--- config.mk ---
export PLATFORM = sky130hd
export DESIGN_NAME = optical_power_alarm_scanner_unit
export DESIGN_NICKNAME = d
export VERILOG_FILES = /design/src/hdl/opas_pkg.sv /design/src/hdl/opas_front.sv /design/src/hdl/opas_back.sv /design/src/hdl/optical_power_alarm_scanner_unit.sv
export VERILOG_INCLUDE_DIRS = /design/src /design/src/hdl
export SDC_FILE = /design/constraint.sdc
export NUM_CORES = 2
export LEC_CHECK = 0
export BUFFER_PORTS_ARGS = -buffer_cell sky130_fd_sc_hd__buf_2
export CAP_MARGIN = 20
export CORE_UTILIZATION = 34
export CTS_CLUSTER_DIAMETER = 60
export CTS_CLUSTER_SIZE = 30
export DETAILED_ROUTE_END_ITERATION = 16
export GPL_TIMING_DRIVEN = 0
export PLACE_DENSITY = 0.58
export SLEW_MARGIN = 10
export SYNTH_ARGS = -nofsm -noshare
export SYNTH_HDL_FRONTEND = slang
export SYNTH_SLANG_ARGS = --single-unit
--- constraint.sdc ---
create_clock -name clock -period 12 [get_ports clock]
set_input_delay 0.6 -clock clock [delete_from_list [all_inputs] [get_ports clock]]
set_output_delay 0.6 -clock clock [all_outputs]
set_load 0.05 [all_outputs]
--- src/hdl/optical_power_alarm_scanner_unit_assert.svh ---
// Assertion macros shared by the scanner modules.
// Relies on the including module having signals named clock and reset.
`ifndef OPTICAL_POWER_ALARM_SCANNER_UNIT_ASSERT_SVH
`define OPTICAL_POWER_ALARM_SCANNER_UNIT_ASSERT_SVH

// Same-cycle implication, checked outside reset
`define OPAS_ASSERT_IMP(name, ante, cons) \
   name: assert property (@(posedge clock) disable iff (reset) (ante) |-> (cons)) \
      else $error("opas assertion failed");

// Next-cycle implication, checked outside reset
`define OPAS_ASSERT_NXT(name, ante, cons) \
   name: assert property (@(posedge clock) disable iff (reset) (ante) |=> (cons)) \
      else $error("opas assertion failed");

`endif

--- src/hdl/opas_pkg.sv ---
// Package of the optical power alarm scanner: sizes, codes, beat types.
// No dependencies; used by every module of the block.
package opas_pkg;

   localparam int LINES   = 8;
   localparam int LINE_W  = 3;
   localparam int CNT_W   = $clog2(LINES + 1);
   localparam int QDEPTH  = 4;
   localparam int QPTR_W  = $clog2(QDEPTH);
   localparam int FILL_W  = $clog2(QDEPTH + 1);

   localparam logic [LINE_W:0]   LINE_LIMIT  = (LINE_W + 1)'(LINES);
   localparam logic signed [15:0] POWER_RESET = 16'sd1024;

   typedef enum logic [1:0] {
      CMD_ADD     = 2'd0,
      CMD_REMOVE  = 2'd1,
      CMD_READING = 2'd2,
      CMD_POLL    = 2'd3
   } cmd_type;

   typedef enum logic [2:0] {
      OP_ADD,
      OP_REMOVE,
      OP_READING,
      OP_POLL,
      OP_SKIP
   } op_type;

   typedef enum logic [1:0] {
      ST_IDLE,
      ST_SCAN,
      ST_EMIT
   } state_type;

   typedef struct packed {
      logic [1:0]        cmd;
      logic [2:0]        line;
      logic [15:0]       station;
      logic [3:0]        priority_req;
      logic signed [15:0] threshold;
      logic [31:0]       interval;
      logic signed [15:0] power;
      logic [31:0]       now_time;
   } req_type;

   typedef struct packed {
      logic [2:0]  alarm_line;
      logic [15:0] alarm_station;
      logic [3:0]  alarm_priority;
      logic        is_repeat;
      logic        last;
   } rsp_type;

   // Classified command as held in the queue between front and back
   typedef struct packed {
      op_type             op;
      logic [LINE_W-1:0]  line;
      logic [15:0]        station;
      logic [3:0]         prio;
      logic signed [15:0] threshold;
      logic [31:0]        interval;
      logic signed [15:0] power;
      logic [31:0]        now_time;
   } work_type;

   // Queue head as seen by the back end
   typedef struct packed {
      logic     valid;
      work_type work;
   } head_type;

   // One entry of the alarm ordering list
   typedef struct packed {
      logic [LINE_W-1:0] line;
      logic [3:0]        prio;
      logic              rep;
   } slot_type;

endpackage

--- src/hdl/opas_front.sv ---
// Front end of the scanner: takes request beats, classifies them, queues them.
// Depends on opas_pkg and the assertion macro header.
`include "optical_power_alarm_scanner_unit_assert.svh"

module opas_front import opas_pkg::*; (
   input  logic     clock,
   input  logic     reset,
   input  logic     req_push,
   output logic     req_full,
   input  req_type  req_data,
   input  logic     head_pop,
   output head_type head
);

   work_type          queue_ff [QDEPTH];
   logic [QPTR_W-1:0] wr_ptr_ff, wr_ptr_in;
   logic [QPTR_W-1:0] rd_ptr_ff, rd_ptr_in;
   logic [FILL_W-1:0] fill_ff, fill_in;
   work_type          work;
   logic              line_ok;
   logic              enq;
   logic              deq;

   // Classify: out-of-range line numbers turn non-poll commands into no-ops
   always_comb begin
      line_ok        = {1'b0, req_data.line} < LINE_LIMIT;
      work.line      = req_data.line[LINE_W-1:0];
      work.station   = req_data.station;
      work.prio      = req_data.priority_req;
      work.threshold = req_data.threshold;
      work.interval  = req_data.interval;
      work.power     = req_data.power;
      work.now_time  = req_data.now_time;
      case (cmd_type'(req_data.cmd))
         CMD_ADD:     work.op = line_ok ? OP_ADD : OP_SKIP;
         CMD_REMOVE:  work.op = line_ok ? OP_REMOVE : OP_SKIP;
         CMD_READING: work.op = line_ok ? OP_READING : OP_SKIP;
         CMD_POLL:    work.op = OP_POLL;
         default:     work.op = OP_SKIP;
      endcase
   end

   // Queue bookkeeping; no-ops are accepted and dropped here
   assign req_full   = fill_ff == FILL_W'(QDEPTH);
   assign enq        = req_push && !req_full && (work.op != OP_SKIP);
   assign deq        = head_pop && head.valid;
   assign head.valid = fill_ff != '0;
   assign head.work  = queue_ff[rd_ptr_ff];

   always_comb begin
      wr_ptr_in = enq ? wr_ptr_ff + 1'b1 : wr_ptr_ff;
      rd_ptr_in = deq ? rd_ptr_ff + 1'b1 : rd_ptr_ff;
      fill_in   = fill_ff + FILL_W'(enq) - FILL_W'(deq);
   end

   always_ff @(posedge clock) begin
      if (reset) begin
         wr_ptr_ff <= '0;
         rd_ptr_ff <= '0;
         fill_ff   <= '0;
      end else begin
         wr_ptr_ff <= wr_ptr_in;
         rd_ptr_ff <= rd_ptr_in;
         fill_ff   <= fill_in;
      end
   end

   // Store the classified beat
   always_ff @(posedge clock) begin
      if (enq) begin
         queue_ff[wr_ptr_ff] <= work;
      end
   end

   `OPAS_ASSERT_NXT(a_full_holds, req_full && !head_pop, req_full)

endmodule

--- src/hdl/opas_back.sv ---
// Back end of the scanner: line table, poll scan, alarm ordering, result stage.
// Depends on opas_pkg and the assertion macro header.
`include "optical_power_alarm_scanner_unit_assert.svh"

module opas_back import opas_pkg::*; (
   input  logic     clock,
   input  logic     reset,
   input  head_type head,
   output logic     head_pop,
   output logic     rsp_empty,
   input  logic     rsp_pop,
   output rsp_type  rsp_data
);

   // Line table
   logic               valid_ff     [LINES];
   logic               active_ff    [LINES];
   logic signed [15:0] power_ff     [LINES];
   logic [15:0]        station_ff   [LINES];
   logic [3:0]         prio_ff      [LINES];
   logic signed [15:0] threshold_ff [LINES];
   logic [31:0]        interval_ff  [LINES];
   logic [31:0]        next_ff      [LINES];

   // Control
   state_type         state_ff, state_in;
   logic [LINE_W-1:0] scan_ff, scan_in;
   logic [31:0]       now_ff, now_in;
   logic [CNT_W-1:0]  count_ff, count_in;
   slot_type          slot_ff [LINES];
   slot_type          slot_in [LINES];
   rsp_type           rsp_ff, rsp_in;
   logic              out_full_ff, out_full_in;

   // Datapath
   logic [LINE_W-1:0]  rd_idx;
   logic               r_valid, r_active, below, first_hit, rep_hit, hit, recover;
   logic [31:0]        next_sum;
   logic               last_scan;
   logic               emit_load;
   logic               cmd_take;
   logic [LINES-1:0]   gt;
   slot_type           new_slot;

   // Read one table row: scan row while scanning, head alarm row while emitting
   assign rd_idx   = (state_ff == ST_EMIT) ? slot_ff[0].line : scan_ff;
   assign r_valid  = valid_ff[rd_idx];
   assign r_active = active_ff[rd_idx];
   assign below    = power_ff[rd_idx] < threshold_ff[rd_idx];
   assign next_sum = (r_active ? next_ff[rd_idx] : now_ff) + interval_ff[rd_idx];

   // Classify the scanned line
   always_comb begin
      first_hit = r_valid && below && !r_active;
      rep_hit   = r_valid && below && r_active && (now_ff >= next_ff[rd_idx]);
      recover   = r_valid && !below && r_active;
      hit       = (state_ff == ST_SCAN) && (first_hit || rep_hit);
      last_scan = scan_ff == LINE_W'(LINES - 1);
      new_slot.line = scan_ff;
      new_slot.prio = prio_ff[rd_idx];
      new_slot.rep  = rep_hit;
   end

   // Next state
   always_comb begin
      state_in = state_ff;
      case (state_ff)
         ST_IDLE: begin
            if (head.valid && head.work.op == OP_POLL) begin
               state_in = ST_SCAN;
            end
         end
         ST_SCAN: begin
            if (last_scan) begin
               state_in = (count_ff != '0 || hit) ? ST_EMIT : ST_IDLE;
            end
         end
         ST_EMIT: begin
            if (emit_load && count_ff == CNT_W'(1)) begin
               state_in = ST_IDLE;
            end
         end
         default: state_in = ST_IDLE;
      endcase
   end

   // Outputs of the sequencer
   always_comb begin
      cmd_take  = (state_ff == ST_IDLE) && head.valid;
      head_pop  = cmd_take;
      emit_load = (state_ff == ST_EMIT) && (!out_full_ff || rsp_pop);
   end

   // Ordering list: insert by priority during the scan, drop the head on emit
   always_comb begin
      for (int k = 0; k < LINES; k++) begin
         gt[k] = (CNT_W'(k) < count_ff) && (slot_ff[k].prio > new_slot.prio);
      end
      for (int k = 0; k < LINES; k++) begin
         slot_in[k] = slot_ff[k];
      end
      count_in = count_ff;
      if (hit) begin
         count_in = count_ff + 1'b1;
         if (gt[0] || count_ff == '0) begin
            slot_in[0] = new_slot;
         end
         for (int k = 1; k < LINES; k++) begin
            if (gt[k] || CNT_W'(k) == count_ff) begin
               slot_in[k] = gt[k-1] ? slot_ff[k-1] : new_slot;
            end
         end
      end else if (emit_load) begin
         count_in = count_ff - 1'b1;
         for (int k = 0; k < LINES - 1; k++) begin
            slot_in[k] = slot_ff[k+1];
         end
      end
   end

   // Scan index and poll time
   always_comb begin
      scan_in = scan_ff;
      now_in  = now_ff;
      if (cmd_take && head.work.op == OP_POLL) begin
         scan_in = '0;
         now_in  = head.work.now_time;
      end else if (state_ff == ST_SCAN) begin
         scan_in = scan_ff + 1'b1;
      end
   end

   // Result stage
   always_comb begin
      rsp_in      = rsp_ff;
      out_full_in = out_full_ff && !rsp_pop;
      if (emit_load) begin
         rsp_in.alarm_line     = slot_ff[0].line;
         rsp_in.alarm_station  = station_ff[rd_idx];
         rsp_in.alarm_priority = slot_ff[0].prio;
         rsp_in.is_repeat      = slot_ff[0].rep;
         rsp_in.last           = count_ff == CNT_W'(1);
         out_full_in           = 1'b1;
      end
   end

   assign rsp_empty = !out_full_ff;
   assign rsp_data  = rsp_ff;

   // Control registers
   always_ff @(posedge clock) begin
      if (reset) begin
         state_ff    <= ST_IDLE;
         count_ff    <= '0;
         out_full_ff <= 1'b0;
      end else begin
         state_ff    <= state_in;
         count_ff    <= count_in;
         out_full_ff <= out_full_in;
      end
   end

   // Payload registers
   always_ff @(posedge clock) begin
      scan_ff <= scan_in;
      now_ff  <= now_in;
      rsp_ff  <= rsp_in;
      for (int k = 0; k < LINES; k++) begin
         slot_ff[k] <= slot_in[k];
      end
   end

   // Table flags cleared and power set to POWER_RESET by reset
   always_ff @(posedge clock) begin
      if (reset) begin
         for (int k = 0; k < LINES; k++) begin
            valid_ff[k]  <= 1'b0;
            active_ff[k] <= 1'b0;
            power_ff[k]  <= POWER_RESET;
         end
      end else if (cmd_take) begin
         case (head.work.op)
            OP_ADD: begin
               valid_ff[head.work.line]  <= 1'b1;
               active_ff[head.work.line] <= 1'b0;
            end
            OP_REMOVE: begin
               valid_ff[head.work.line]  <= 1'b0;
               active_ff[head.work.line] <= 1'b0;
            end
            OP_READING: power_ff[head.work.line] <= head.work.power;
            default: ;
         endcase
      end else if (state_ff == ST_SCAN) begin
         if (first_hit) begin
            active_ff[scan_ff] <= 1'b1;
         end else if (recover) begin
            active_ff[scan_ff] <= 1'b0;
         end
      end
   end

   // Table fields without reset
   always_ff @(posedge clock) begin
      if (cmd_take && head.work.op == OP_ADD) begin
         station_ff[head.work.line]   <= head.work.station;
         prio_ff[head.work.line]      <= head.work.prio;
         threshold_ff[head.work.line] <= head.work.threshold;
         interval_ff[head.work.line]  <= head.work.interval;
         next_ff[head.work.line]      <= head.work.now_time;
      end else if (state_ff == ST_SCAN && (first_hit || rep_hit)) begin
         next_ff[scan_ff] <= next_sum;
      end
   end

   `OPAS_ASSERT_IMP(a_emit_has_alarm, state_ff == ST_EMIT, count_ff != '0)
   `OPAS_ASSERT_IMP(a_idle_list_empty, state_ff == ST_IDLE, count_ff == '0)
   `OPAS_ASSERT_NXT(a_last_closes_poll, emit_load && count_ff == CNT_W'(1), state_ff == ST_IDLE && out_full_ff && rsp_ff.last)

endmodule

--- src/hdl/optical_power_alarm_scanner_unit.sv ---
// Top level of the optical power alarm scanner.
// Depends on opas_pkg, opas_front and opas_back.

// The scanner keeps a table of LINES monitored optical lines and answers poll
// commands with alarm beats, ordered by priority and then line number, with the
// final beat of a poll marked last. Requests enter a four-entry command queue,
// so the front keeps taking beats while the back works or a result waits.
// An add, remove or power reading is applied to the table by the back end; a poll
// scans the table one line per cycle through one shared compare and time adder,
// then emits its alarms through the single result register, which holds while a
// result waits to be taken.
// Commands with a line number outside the table are accepted and dropped.
module optical_power_alarm_scanner_unit import opas_pkg::*; (
   input  logic    clock,
   input  logic    reset,
   input  logic    req_push,
   output logic    req_full,
   input  req_type req_data,
   output logic    rsp_empty,
   input  logic    rsp_pop,
   output rsp_type rsp_data
);

   head_type head;
   logic     head_pop;

   opas_front u_front (
      .clock    (clock),
      .reset    (reset),
      .req_push (req_push),
      .req_full (req_full),
      .req_data (req_data),
      .head_pop (head_pop),
      .head     (head)
   );

   opas_back u_back (
      .clock     (clock),
      .reset     (reset),
      .head      (head),
      .head_pop  (head_pop),
      .rsp_empty (rsp_empty),
      .rsp_pop   (rsp_pop),
      .rsp_data  (rsp_data)
   );

endmodule

==> impl_metrics.tcl <==
set metrics [dict create \
    endpoint_kind "register" \
    clock_path_buffers 3 \
    endpoint "u_back.next_ff[5][16]" \
    crit_fanout 10 \
    fin_area_um2 73900 \
    htree_levels 3 \
    worstPathArrival_ns 8.88 \
    share_comb_of_total_power 0.326 \
    worst_slack_ns 3.59 \
    path_common_cell "buf_6" \
    synth-seq-cells 1568 \
    grt_max_degree 48 \
    period_minus_slack_ns 8.41 \
    layout-drive-gt1-share 0.250 \
    dr.pass1.iters 6 \
    cts_sinks 1568 \
    status "finished, final reports clean" \
    criticalPathCategory "reg -> reg" \
    post-cts-setup-buffer-count 0 \
    cellPowerDensity_nw_per_um2 228 \
    ctsRootBufferMaster "clkbuf_16" \
    regArea_um2 46900 \
    dpl_cell_area_um2 69200 \
    synth_edf_count 1549 \
    dieArea_um2 189000 \
    tightest_slew_ns 1.18 \
    place_ws_ns 3.60 \
    core.rowCount 158 \
    grt.overflow.total 0 \
    floorplan.initialDensity 0.343 \
    grt_setup_unrepaired "false" \
    whs_ns 0.0513 \
    numCtsBuffers 108 \
    ir_worst_vdd_v 0.000134 \
    cp-startpoint "u_back.state_ff[1]" \
    drtIter0Drc 2774 \
    clkPwrFrac 0.245 \
    sw_frac_of_total 0.341 \
    synth_warnings 0 \
    gr-usage-all-layers 0.164 \
    r2r-start "u_back.state_ff[1]" \
    crit_required_ns 12.47 \
    p_leak_nw 24.5 \
    drt-vias-per-instance 5.15 \
    portBuffers 148 \
    multiInputGateArea_um2 16200 \
    drv_slew 0 \
    syn-num-nets 3588 \
    rrSetupSlack_ns 3.59 \
    relSlewSlack 0.212 \
    cp_slowest_stage_delay_ns 0.91 \
    drtAntennaViolNets 0 \
    synth_cells 3338 \
    gp_congestion 0.865 \
    pwr-share-seq 0.429 \
    final_nets 3983 \
    wire_per_inst_um 24.8 \
    insertion_delay_ns 0.79 \
    rr_worst_depth 22 \
    avgSynthCellArea_um2 19.1 \
    fmaxAchievable_mhz 119 \
    area.growth.synth_to_final_pct 16.0 \
    skew_ns 0.0529 \
    synthFlopType "edfxtp_1" \
    antenna_found_initial 14 \
    setup_violations 0 \
    finalCoreUtilization 0.398 \
    p_int_mw 11.1 \
    yosysSeqAreaShare 0.736 \
    start_kind "register" \
    grt_pass1_wl_um 229000 \
    cp_slowest_cell "a2111oi_0" \
    fillCellCount 16700 \
    ioPinCount 152 \
    drv_cap 0 \
    worstReg2RegEnd "u_back.next_ff[5][16]" \
    p_switching_mw 5.75 \
    tritoncts "yes" \
    grt_pass1_vias 33100 \
    die_h_um 435 \
    cp_cell_sequence "nor2b_1, buf_4, mux2_2, buf_4, buf_2, clkbuf_1, buf_1, mux4_2, mux2_2, ha_1, a2111oi_0, a21boi_0, o21ai_0, a21oi_2, nand3_2, buf_2, buf_6, buf_6, o32ai_4, buf_8, buf_8, buf_6" \
    synth.distinct_cells 66 \
    die_x_um 435 \
    route.detailed.drc 0 \
    num_vias 32500 \
    dp_hpwl_um 108000 \
    fin_crit_sh 0.701 \
    hold_violations 0 \
    holdCritPathClass "in -> reg" \
    clk_pin_slew_worst_paths_ns 0.09 \
    routed_wl_um 157000 \
    syn_area_um2 63700 \
    core_um2 186000 \
    async_flop_share 0 \
]
[flip-flops by register name (all words and copies together), names as in the netlist, 3 cells and up, named ones only]
signal and flops:
u_back.active_ff 8, u_front.fill_ff 3, u_back.interval_ff 256, u_back.now_ff 32, u_back.slot_ff 64, u_back.count_ff 4
u_back.rsp_data 25, u_back.power_ff 128, u_front.queue_ff 484, u_back.valid_ff 8, u_back.station_ff 128, u_back.scan_ff 3
u_back.next_ff 256, u_back.prio_ff 32, u_back.threshold_ff 128
[logic make-up (layout without fill, tap and decap cells)]
logic type / Yosys count / count (layout) / synth area share
DFF: 1568 / 1568 / 0.736
AOI/OAI and AO/OA: 342 / 342 / 0.0318
muxes: 543 / 543 / 0.154
buffers and inverters: 202 / 693 / 0.0135
other: 0 / 2 / 0
xor gates and xnor gates: 32 / 32 / 0.00440
adders and majority gates: 125 / 125 / 0.0248
and+or+nand+nor: 526 / 526 / 0.0360
[placed cells by master, fill, tap and decap left out, types with 8 or more instances in the layout]
cell type / n
a31oi_1: 9
nand3_1: 25
xnor2_1: 17
inv_8: 21
o21a_1: 11
nor2_4: 8
o21ai_1: 17
o21ai_0: 113
nor2b_1: 24
clkinv_8: 17
nor2_1: 228
mux4_2: 337
clkbuf_16: 109
buf_2: 209
clkinv_4: 8
a211oi_1: 11
inv_6: 15
ha_1: 123
buf_12: 16
nand2_1: 152
a21oi_1: 100
mux2i_1: 106
a21o_1: 20
nor3_1: 15
buf_1: 23
edfxtp_1: 1549
nand2b_1: 27
o21bai_1: 11
mux2_2: 98
clkbuf_1: 69
inv_1: 42
dlygate4sd3_1: 65
dfxtp_1: 19
buf_8: 19
buf_16: 28
nand4_1: 11
xor2_1: 15
[through the flow]
stage	std cells	power, mW	TNS [ns]
floorplan	3338	10.9	0
global placement	5966	12.7	-160.19
detailed placement	6033	12.9	0
CTS	6304	17.0	0
global route	6311	17.6	0
finish	6311	16.9	0
[repair_timing]
item,4_1_cts,5_1_grt
gates resized for setup,0,0
hold buffers,65,0
endpoints found under the hold margin,238,0
[worst max-delay path, delay by kind of cell, from the launching register on]
| family | cells | cell delay [ns] |
|---|---|---|
| buffers and inverters | 11 | 3.37 |
| AO/OA/AOI/OAI | 5 | 2.63 |
| multiplexers | 3 | 1.05 |
| flip-flops | 1 | 0.40 |
| AND/OR/NAND/NOR | 2 | 0.33 |
| adder cells (fa/ha/maj) | 1 | 0.29 |
[metal layers]
layer  track usage  up-vias  wire length (um)  part of all wire
li1              -    14300                 -                 -
met1         0.219    17300             67800              0.43
met2         0.280      772             78700              0.50
met3        0.0186      188              6190             0.040
met4        0.0482        8              4000             0.026
met5             0        -                47           0.00030
[final cells by class]
cell class,instances,area share
diodes,2,0.0000677
multi-input cells,1568,0.219
repair buffers,285,0.0386
clock buffers,112,0.0371
inverters,42,0.00213
flip-flops and latches,1568,0.634
plain buffers,160,0.00963
clock inverters,94,0.0173
well taps,2480,0.0420
[cells in the mapped netlist (3+ instances only)]
cell type | n | area share
a211oi_1 | 11 | 0.0013
a21boi_0 | 3 | 0.00035
a21o_1 | 21 | 0.0025
a21oi_1 | 100 | 0.0079
a31oi_1 | 9 | 0.00088
a41oi_1 | 5 | 0.00069
and2_1 | 10 | 0.00098
and3_1 | 7 | 0.00069
buf_1 | 27 | 0.0016
buf_2 | 57 | 0.0045
buf_4 | 4 | 0.00047
clkbuf_1 | 70 | 0.0041
dfxtp_1 | 19 | 0.0060
edfxtp_1 | 1549 | 0.73
ha_1 | 123 | 0.024
inv_1 | 42 | 0.0025
mux2_2 | 98 | 0.017
mux2i_1 | 106 | 0.017
mux4_2 | 337 | 0.12
nand2_1 | 152 | 0.0090
nand2b_1 | 27 | 0.0027
nand3_1 | 25 | 0.0020
nand3b_1 | 5 | 0.00059
nand4_1 | 11 | 0.0011
nor2_1 | 236 | 0.014
nor2b_1 | 24 | 0.0024
nor3_1 | 15 | 0.0012
nor4_1 | 4 | 0.00039
o211ai_1 | 4 | 0.00047
o21a_1 | 11 | 0.0013
o21ai_0 | 114 | 0.0090
o21ai_1 | 17 | 0.0013
o21bai_1 | 11 | 0.0013
o31ai_1 | 6 | 0.00071
o32ai_1 | 6 | 0.00082
xnor2_1 | 17 | 0.0023
xor2_1 | 15 | 0.0021
[power groups by stage]
stage | combinational [mW] | sequential (mW) | clock [mW]
floorplan | 3.54 | 7.36 | 0
global placement | 5.22 | 7.47 | 0
detailed placement | 5.48 | 7.37 | 0
CTS | 5.53 | 7.25 | 4.22
global route | 5.95 | 7.29 | 4.40
finish | 5.49 | 7.25 | 4.13
[worst min-delay path by stage]
stage	startpoint	end	slack (ns)	cells past startpoint
after floorplan	u_back.slot_ff[0][0]	u_back.rsp_data[1]	0.43	0
after global placement	u_back.slot_ff[0][1]	u_back.rsp_data[2]	0.45	0
after detailed placement	u_back.slot_ff[0][1]	u_back.rsp_data[2]	0.46	0
after CTS	req_data[29]	u_front.queue_ff[2][29]	0.0003	1
after global routing	req_data[55]	u_front.queue_ff[1][55]	0.03	1
final	req_data[67]	u_front.queue_ff[0][67]	0.05	1
(Power assumes the default switching activity.)
